**src/sv/swm_pkg.sv**
```systemverilog
// Shared types and constants for the sliding-window median filter.
package swm_pkg;

  localparam int SampleBits = 24;
  localparam int MedianBits = SampleBits + 1;
  localparam int CfgBits    = 7;

  typedef struct packed {
    logic signed [SampleBits-1:0] sample;
    logic                         last_sample;
  } in_beat_t;

  typedef struct packed {
    logic signed [MedianBits-1:0] median_x2;
    logic                         end_of_stream;
  } out_beat_t;

  // Broadcast to every cell of the sorted row.
  typedef struct packed {
    logic signed [SampleBits-1:0] sample;   // value entering the window
    logic signed [SampleBits-1:0] evict;    // value leaving the window
    logic                         remove;   // window full: drop evict first
    logic                         update;   // load the new ordering
  } cell_ctrl_t;

  typedef enum logic [1:0] {
    ST_IDLE,
    ST_UPDATE,
    ST_RESULT
  } swm_state_e;

endpackage

```
**src/sv/swm_cell.sv**
```systemverilog
// One slot of the sorted window: removes the evicted value and inserts the new one.
module swm_cell (
  input  logic                                 clk_i,
  input  swm_pkg::cell_ctrl_t                  ctrl_i,
  input  logic                                 occ_i,
  input  logic signed [swm_pkg::SampleBits-1:0] up_val_i,
  input  logic                                 up_occ_i,
  input  logic signed [swm_pkg::SampleBits-1:0] dn_shift_val_i,
  input  logic                                 dn_below_i,
  output logic signed [swm_pkg::SampleBits-1:0] val_o,
  output logic signed [swm_pkg::SampleBits-1:0] shift_val_o,
  output logic                                 below_o
);
  import swm_pkg::*;

  logic signed [SampleBits-1:0] val_q;
  logic signed [SampleBits-1:0] val_d;
  logic                         take_up;
  logic                         shift_occ;

  always_comb begin
    // The slot at or above the evicted entry closes the gap from above.
    take_up     = ctrl_i.remove && occ_i && (val_q >= ctrl_i.evict);
    shift_val_o = take_up ? up_val_i : val_q;
    shift_occ   = take_up ? up_occ_i : occ_i;
    below_o     = shift_occ && (shift_val_o <= ctrl_i.sample);
    // Keep own value below the insertion point, take the sample at it, shift above it.
    if (below_o) begin
      val_d = shift_val_o;
    end else if (dn_below_i) begin
      val_d = ctrl_i.sample;
    end else begin
      val_d = dn_shift_val_i;
    end
  end

  always_ff @(posedge clk_i) begin
    if (ctrl_i.update) begin
      val_q <= val_d;
    end
  end

  assign val_o = val_q;

endmodule
```
**config.mk**
```make
export PLATFORM = sky130hd
export DESIGN_NAME = swm_cell
export DESIGN_NICKNAME = d
export VERILOG_FILES = /design/src/sv/swm_pkg.sv /design/src/sv/swm_cell.sv
export SDC_FILE = /design/constraint.sdc
export NUM_CORES = 1
export LEC_CHECK = 0
export ABC_AREA = 1
export ABC_CLOCK_PERIOD_IN_PS = 8500
export BUFFER_PORTS_ARGS = -buffer_cell sky130_fd_sc_hd__buf_2
export CORE_MARGIN = 5
export CORE_UTILIZATION = 25
export CTS_BUF_LIST = sky130_fd_sc_hd__clkbuf_8 sky130_fd_sc_hd__clkbuf_16
export DETAILED_ROUTE_END_ITERATION = 12
export GPL_ROUTABILITY_DRIVEN = 0
export HOLD_SLACK_MARGIN = 0.03
export PLACE_DENSITY = 0.57
export SLEW_MARGIN = 30
export SYNTH_ARGS = -nofsm -noshare
export SYNTH_HDL_FRONTEND = slang
export SYNTH_SLANG_ARGS = --single-unit
```
**constraint.sdc**
```tcl
create_clock -name clk_i -period 8.5 [get_ports clk_i]
set_input_delay 1.275 -clock clk_i [delete_from_list [all_inputs] [get_ports clk_i]]
set_output_delay 1.275 -clock clk_i [all_outputs]
set_load 0.01 [all_outputs]
```
### After elaboration in Yosys (flattened, before gate mapping)

Index checks and enable logic that the tools add are counted.

| word-level totals | value |
|---|---|
| register bits after elaboration | 24 |
| bits of input ports | 102 |
| output and inout bits | 49 |
| logic and storage cells | 10 |

| cells by class | value |
|---|---|
| order comparisons | 2 |
| multiplexer cells | 4 |
| reduce and logical (&&, ||, !) cells | 3 |

Operator list:

| kind | count |
|---|---|
| $mux W24 | 3 |
| $ge A24 B24 Y1 | 1 |
| $le A24 B24 Y1 | 1 |
| $logic_and A1 B1 Y1 | 3 |
| $mux W1 | 1 |

### Logic depth before layout (Yosys ltp)

Gate-level depths: netlist of the first run.

| depth | value |
|---|---|
| depth in word-level cells | 6 |
| depth in mapped cells | 33 |
| gate-level depth less buffers | 32 |

### Worst setup path before layout of the first run

No wires, ideal clock.

| timing path | value |
|---|---|
| kind | input to output |
| start | input port ctrl_i[25] (netlist bit) |
| end | output port below_o |
| data arrival time | 4.159 ns |
| required time | 7.225 ns |
| setup slack | 3.066 ns |
| stages on the path | 24 |
| path buffers | 2 |
| cell sequence | inv_1 > ha_1 > a21o_1 > nor2_1 > nand2_1 > nor2_1 > nand2_1 > nand2_1 > nand3_4 > buf_4 > nand3_1 > nand2_1 > ha_1 > nand2_1 > nor2_1 > nand4_1 > nor2_1 > nand2_1 > nand3_1 > nand2_1 > nand3_1 > nand2_2 > nor2_8 > buf_6 |

| on the way | value |
|---|---|
| word-level cells in the longest chain between the ends | 5 |
| elaborated cells between the ends (all ways) | 6 |
| classes of those cells | order compare (2); mux (2); reduce/logical (2) |

Ends and longest elaborated chain:

| element | line | text |
|---|---|---|
| start: declaration | swm_cell.sv:4 | `input swm_pkg::cell_ctrl_t ctrl_i,` |
| $ge A24 B24 Y1 | swm_cell.sv:23 | `take_up = ctrl_i.remove && occ_i && (val_q >= ctrl_i.evict);` |
| $logic_and A1 B1 Y1 | swm_cell.sv:23 |  |
| $mux W24 | swm_cell.sv:24 | `shift_val_o = take_up ? up_val_i : val_q;` |
| net shift_val_o (one bit) | swm_cell.sv:11 | `output logic signed [swm_pkg::SampleBits-1:0] shift_val_o,` |
| $le A24 B24 Y1 | swm_cell.sv:26 | `below_o = shift_occ && (shift_val_o <= ctrl_i.sample);` |
| $logic_and A1 B1 Y1 | swm_cell.sv:26 |  |
| end: declaration | swm_cell.sv:12 | `output logic below_o` |

The timed path passes the listed nets, and every way through them passes these cells.

### Final worst setup path of the first run

| timing path | value |
|---|---|
| start | input port ctrl_i[25] (netlist bit) |
| end | output port below_o |

| on the way | value |
|---|---|
| word-level cells in the longest chain between the ends | 5 |
| elaborated cells between the ends (all ways) | 6 |
| classes of those cells | order compare (2); mux (2); reduce/logical (2) |

Ends and longest elaborated chain:

| element | line |
|---|---|
| $ge A24 B24 Y1 * | swm_cell.sv:23 |
| $logic_and A1 B1 Y1 * | swm_cell.sv:23 |
| $mux W24 | swm_cell.sv:24 |
| $le A24 B24 Y1 | swm_cell.sv:26 |
| $logic_and A1 B1 Y1 * | swm_cell.sv:26 |

Every way passes the cells marked *; elsewhere a longest branch is shown, timed or not.

==> flow_metrics.env, run 1 <==
export IMPL_grt_pass1_wl_um=16400
export IMPL_cts_buffer_depth=2
export IMPL_ys_seq_elements=24
export IMPL_crit_arrival_ns=5.35
export IMPL_post_cts_buffers=0
export IMPL_syn_to_final_growth_pct=29.9
export IMPL_wl_um=10400
export IMPL_whs_path_depth=4
export IMPL_grt_pass1_vias=3486
export IMPL_cp_end_kind="output port"
export IMPL_avgSynthCellArea_um2=6.54
export IMPL_rsz0062_at_grt="false"
export IMPL_syn_nets=616
export IMPL_drt_first_pass_iters=5
export IMPL_p_per_area_mw_per_mm2=166
export IMPL_cp_max_fo=26
export IMPL_critical_path_class="primary input to output port"
export IMPL_slowest_stage="ha_1"
export IMPL_ys_flop_type="edfxtp_1"
export IMPL_coreArea_mm2=0.0120
export IMPL_p_seq_share_pct=27.4
export IMPL_synthCells=466
export IMPL_drv_cap=0
export IMPL_cts_tree="yes"
export IMPL_synth_distinct_cells=25
export IMPL_ys_warn_count=0
export IMPL_io_pins=151
export IMPL_cpLargestDelayFamily="simple AND/OR/NAND/NOR gates"
export IMPL_async_flop_share_pct=0
export IMPL_r2r_end="val_o[7]"
export IMPL_synth_edf_count=24
export IMPL_via_count=3361
export IMPL_insertion_delay_ns=0.26
export IMPL_hold_viol=0
export IMPL_clock_fmax_mhz=151
export IMPL_num_rows=40
export IMPL_die_y_um=120
export IMPL_dieArea_mm2=0.0145
export IMPL_yosysSeqAreaShare_pct=23.7
export IMPL_cts_made_buffers=3
export IMPL_layout_nets=756
export IMPL_p_int_mw=0.361
export IMPL_cts_htree_levels=1
export IMPL_hold_class="flip-flop to flip-flop"
export IMPL_cts_root_buffer="clkbuf_16"
export IMPL_reg2regPathDepth=24
export IMPL_leakagePower_nw=2.38
export IMPL_final_fill_count=1321
export IMPL_setup_tns_ns=0
export IMPL_finalSetupViolCount=0
export IMPL_worst_path_buf_inv=3
export IMPL_worstReg2RegStart="val_o[23]"
export IMPL_p_sw_mw=0.295
export IMPL_cp_start_kind="primary input"
export IMPL_vias_per_cell=4.48
export IMPL_route_detailed_drc=0
export IMPL_post_route_period_util_pct=77.9
export IMPL_grt_ovfl_total=0
export IMPL_track_usage_pct=14.0
export IMPL_antenna_found_initial=0
export IMPL_portBuffers=150
export IMPL_cp_required_ns=7.22
export IMPL_status="complete, no violations"
export IMPL_initial_core_util_pct=25.5
export IMPL_drv_slew=0
export IMPL_swShare_pct=45.0
export IMPL_ant_nets=0
export IMPL_drt_iter0_markers=135
export IMPL_grt_max_degree=48
export IMPL_maxSlewHeadroom_pct=45.3
export IMPL_dpl_hpwl_um=8730
export IMPL_synth_area_mm2=0.00305
export IMPL_cpPeakStageDelay_ns=0.39
export IMPL_ir_drop_mv=0.0546
export IMPL_path_common_cell="nand2_1"
export IMPL_final_seq_area_um2=721
export IMPL_fin_hold_ws_ns=0.762
export IMPL_post_drt_wl_per_cell_um=13.8
export IMPL_cts_hold_buf=0
export IMPL_clock_sinks=24
export IMPL_worstMarginPinSlew_ns=0.821
export IMPL_num_antenna_cells=0
export IMPL_drive_gt1_share_pct=27.6
export IMPL_clkPwrFrac_pct=16.0
export IMPL_hp_start="val_o[12]"
export IMPL_multi_input_area_mm2=0.00197
export IMPL_finClkSkew_ns=0.00295
export IMPL_reg2reg_slack_ns=3.74
export IMPL_pwr_share_comb_pct=56.6
export IMPL_cts_resized_gates=0
export IMPL_die_w_um=120
export IMPL_clk_pin_slew_worst_paths_ns=0.06
export IMPL_fin_crit_ns=6.62
export IMPL_largest_reg_flops=24
export IMPL_hold_end="val_o[12]"
==> stage by stage <==
| step | cells | setup slack, ns | cell area, µm² | utilization, % | power [mW] |
|---|---|---|---|---|---|
| 3_5_place_dp | 748 | 1.81 | 3880 | 32.5 | 0.556 |
| 4_1_cts | 751 | 1.80 | 3960 | 33.1 | 0.662 |
| 3_3_place_gp | 748 | 1.91 | 3880 | 32.5 | 0.549 |
| 2_1_floorplan | 466 | 3.07 | 3050 | - | 0.426 |
| 6_report | 751 | 1.88 | 3960 | 33.1 | 0.655 |
| 5_1_grt | 751 | 1.36 | 3960 | 33.1 | 0.722 |
==> Yosys cell counts, drive strengths merged (2+ instances only) <==
master	number	area share, %
a21o	2	0.49
a21oi	39	6.4
buf	8	2.4
clkbuf	7	0.86
edfxtp	24	24
ha	48	20
inv	69	8.5
nand2	186	24
nand3	34	6.3
nand4	4	0.82
nor2	39	5.6
o21a	2	0.49
==> area by class of cell <==
type / instances / area share (%)
Tap cell: 147 / 4.65
Multi-Input combinational cell: 358 / 49.7
Timing Repair Buffer: 150 / 19.0
Inverter: 69 / 6.54
Clock buffer: 3 / 1.90
Sequential cell: 24 / 18.2
==> power by group through the flow <==
stage	clock, mW	combinational (mW)	sequential, mW
after detailed placement	0	0.374	0.182
after global routing	0.113	0.427	0.182
after CTS	0.107	0.376	0.180
after global placement	0	0.367	0.182
final	0.105	0.371	0.179
after floorplan	0	0.241	0.185
==> metal layers <==
metal	part of all wire (%)	GRT usage, %	vias to the layer above
li1	-	-	1761
met1	43	16.8	1494
met2	49	25.1	92
met3	5.3	1.96	14
met4	2.3	5.45	0
met5	0	0	-
==> cell usage in the layout, fill, tap and decap left out <==
cell type	n
nand3_1	31
nand2_4	2
buf_2	150
inv_1	67
o21ai_0	1
o21a_1	2
edfxtp_1	24
a21o_1	2
inv_2	2
ha_1	48
nand4_1	4
mux2_2	1
nand2_1	181
a21oi_1	39
nor2_8	1
nor3_2	1
nand3_2	2
o21bai_1	1
nor2_4	1
nand3_4	1
nand2_2	3
clkbuf_16	3
nor2_1	37
==> kinds of logic after synthesis <==
| kind of cell | share of synthesized area, % |
|---|---|
| AND/OR/NAND/NOR | 36.7 |
| flip-flops | 23.7 |
| buffers and inverters | 11.7 |
| multiplexers | 0.370 |
| AO/OA/AOI/OAI | 7.80 |
| adder cells (fa/ha/maj) | 19.7 |
==> worst register-to-register path, delay by kind of cell (launching register included) <==
| kind | cells | cell delay (ns) |
|---|---|---|
| adders and majority gates | 2 | 0.82 |
| DFF | 1 | 0.44 |
| and+or+nand+nor | 22 | 3.28 |
==> worst max-delay path by stage <==
| stage | slack, ns | cells after the start | start | endpoint |
|---|---|---|---|---|
| 6_report | 1.88 | 26 | ctrl_i[25] | below_o |
| 5_1_grt | 1.36 | 26 | ctrl_i[21] | below_o |
| 4_1_cts | 1.80 | 26 | ctrl_i[21] | below_o |
| 3_5_place_dp | 1.81 | 26 | ctrl_i[21] | below_o |
| 3_3_place_gp | 1.91 | 26 | ctrl_i[21] | below_o |
| 2_1_floorplan | 3.07 | 24 | ctrl_i[25] | below_o |
(Power assumes the default switching activity.)
==> run 2, diff against run 1 <==
ABC_CLOCK_PERIOD_IN_PS = 6100   (was 8500)
clock period = 6.1 ns   (was 8.5 ns; I/O delays follow)
==> run 2 against run 1 <==
Net effect: worst setup slack got worse by 1.5 ns; first-iteration DRC count rose by 5.2%; non-clock buffer count up 1; via count increased by 0.71%; utilization rose by 0.094 points; register-to-register slack worse by 2.2 ns; worst hold slack worse by 0.0075 ns; count of clock-buffer cells in the layout stayed put; sequential power increased by 39%; combinational power is 42% higher; critical path type unchanged; critical endpoint unchanged.
==> flow_metrics.env, run 2 (synthesis gave the netlist of run 1 again) <==
export IMPL_syn_to_final_growth_pct=30.3
export IMPL_coreArea_mm2=0.0120
export IMPL_dpl_hpwl_um=8900
export IMPL_cp_end_kind="output port"
export IMPL_cp_start_kind="primary input"
export IMPL_wl_um=10600
export IMPL_swShare_pct=45.0
export IMPL_crit_arrival_ns=4.77
export IMPL_ant_nets=0
export IMPL_cp_required_ns=5.18
export IMPL_io_pins=151
export IMPL_cts_hold_buf=0
export IMPL_clk_pin_slew_worst_paths_ns=0.06
export IMPL_grt_max_degree=48
export IMPL_finalSetupViolCount=0
export IMPL_ir_drop_mv=0.0877
export IMPL_clkPwrFrac_pct=16.0
export IMPL_mostFrequentLayoutCell="nand2_1"
export IMPL_post_cts_buffers=0
export IMPL_rsz0062_at_grt="false"
export IMPL_die_y_um=120
export IMPL_setup_tns_ns=0
export IMPL_post_route_period_util_pct=93.3
export IMPL_antenna_found_initial=0
export IMPL_track_usage_pct=14.3
export IMPL_post_drt_wl_per_cell_um=14.1
export IMPL_largest_reg_flops=24
export IMPL_drt_iter0_markers=142
export IMPL_status="complete, no violations"
export IMPL_cpPeakStageDelay_ns=0.39
export IMPL_placed_cell_area_mm2=0.00389
export IMPL_cts_resized_gates=0
export IMPL_portBuffers=150
export IMPL_path_common_cell="nand2_1"
export IMPL_grt_pass1_vias=3432
export IMPL_cts_buffer_depth=2
export IMPL_hold_class="flip-flop to flip-flop"
export IMPL_cts_root_buffer="clkbuf_16"
export IMPL_p_per_area_mw_per_mm2=232
export IMPL_final_fill_count=1343
export IMPL_clock_sinks=24
export IMPL_clock_fmax_mhz=176
export IMPL_num_rows=40
export IMPL_critical_path_class="primary input to output port"
export IMPL_cts_made_buffers=3
export IMPL_vias_per_cell=4.50
export IMPL_leakagePower_nw=2.39
export IMPL_cts_htree_levels=1
export IMPL_maxSlewHeadroom_pct=44.7
export IMPL_insertion_delay_ns=0.26
export IMPL_drt_first_pass_iters=4
export IMPL_p_int_mw=0.506
export IMPL_final_cell_mix="nand2_1, buf_2, inv_1, ha_1, a21oi_1"
export IMPL_p_seq_share_pct=27.1
export IMPL_via_count=3385
export IMPL_setup_ws_ns=0.410
export IMPL_pwr_share_comb_pct=57.0
export IMPL_die_w_um=120
export IMPL_cts_tree="yes"
export IMPL_route_detailed_drc=0
export IMPL_num_antenna_cells=0
export IMPL_whs_path_depth=4
export IMPL_layout_nets=757
export IMPL_worstMarginPinSlew_ns=0.829
export IMPL_grt_ovfl_total=0
export IMPL_fin_hold_ws_ns=0.755
export IMPL_drv_cap=0
export IMPL_drive_gt1_share_pct=27.7
export IMPL_cp_max_fo=25
export IMPL_fin_crit_ns=5.69
export IMPL_place_worst_setup_slack_ns=0.337
export IMPL_initial_core_util_pct=25.5
export IMPL_grt_pass1_wl_um=16600
export IMPL_slowest_stage="ha_1"
export IMPL_finClkSkew_ns=0.00388
export IMPL_reg2regPathDepth=26
export IMPL_dieArea_mm2=0.0145
export IMPL_hold_viol=0
export IMPL_final_cell_area_mm2=0.00397
export IMPL_p_sw_mw=0.414
export IMPL_drv_slew=0
==> run 2: cell types whose count changed in the layout (fill, tap and decap cells not counted) <==
| cell | delta |
|---|---|
| buf_4 | +1 |
| clkinv_1 | +1 |
==> run 2: path summary, 6_finish.rpt <==
check | start | endpoint | slack, ns
setup reg to reg | val_o[19] | val_o[16] | 1.52
setup / recovery | ctrl_i[21] | below_o | 0.41
hold / removal | val_o[0] | val_o[0] | 0.75
hold reg to reg | val_o[0] | val_o[0] | 0.75
==> run 2: critical path, delay by kind of cell <==
| family | cells | cell delay [ns] |
|---|---|---|
| buffers and inverters | 3 | 0.32 |
| adder cells (fa/ha/maj) | 2 | 0.69 |
| AND/OR/NAND/NOR | 23 | 2.84 |
==> run 2: layout make-up <==
cell class / count / area, µm² / area share, %
flip-flops and latches: 24 / 721 / 18.2
multi-input cells: 358 / 1970 / 49.6
clock inverters: 1 / 3.75 / 0.0946
repair buffers: 151 / 758 / 19.1
clock buffers: 3 / 75.1 / 1.89
well taps: 147 / 184 / 4.63
inverters: 69 / 259 / 6.53
==> run 2: metrics by stage <==
stage	std cells	util, %	power [mW]
3_3_place_gp	749	32.5	0.771
5_1_grt	753	33.2	1.01
6_report	753	33.2	0.920
3_5_place_dp	749	32.5	0.782
2_1_floorplan	466	-	0.594
4_1_cts	753	33.2	0.932
==> run 2: layer usage <==
layer / vias to the layer above / part of all wire, % / track usage [%] / routed length (µm)
met5: - / 0 / 0 / 0
met4: 0 / 1.2 / 3.40 / 130
met3: 8 / 5.6 / 1.73 / 593
met2: 103 / 50 / 26.2 / 5340
met1: 1510 / 43 / 17.8 / 4550
li1: 1764 / - / - / -
==> run 2: power groups by stage <==
stage	clock network (mW)	registers [mW]	logic (mW)
after floorplan	0	0.258	0.336
after global placement	0	0.253	0.518
after detailed placement	0	0.253	0.529
after CTS	0.151	0.250	0.531
after global routing	0.156	0.253	0.600
final	0.147	0.249	0.525
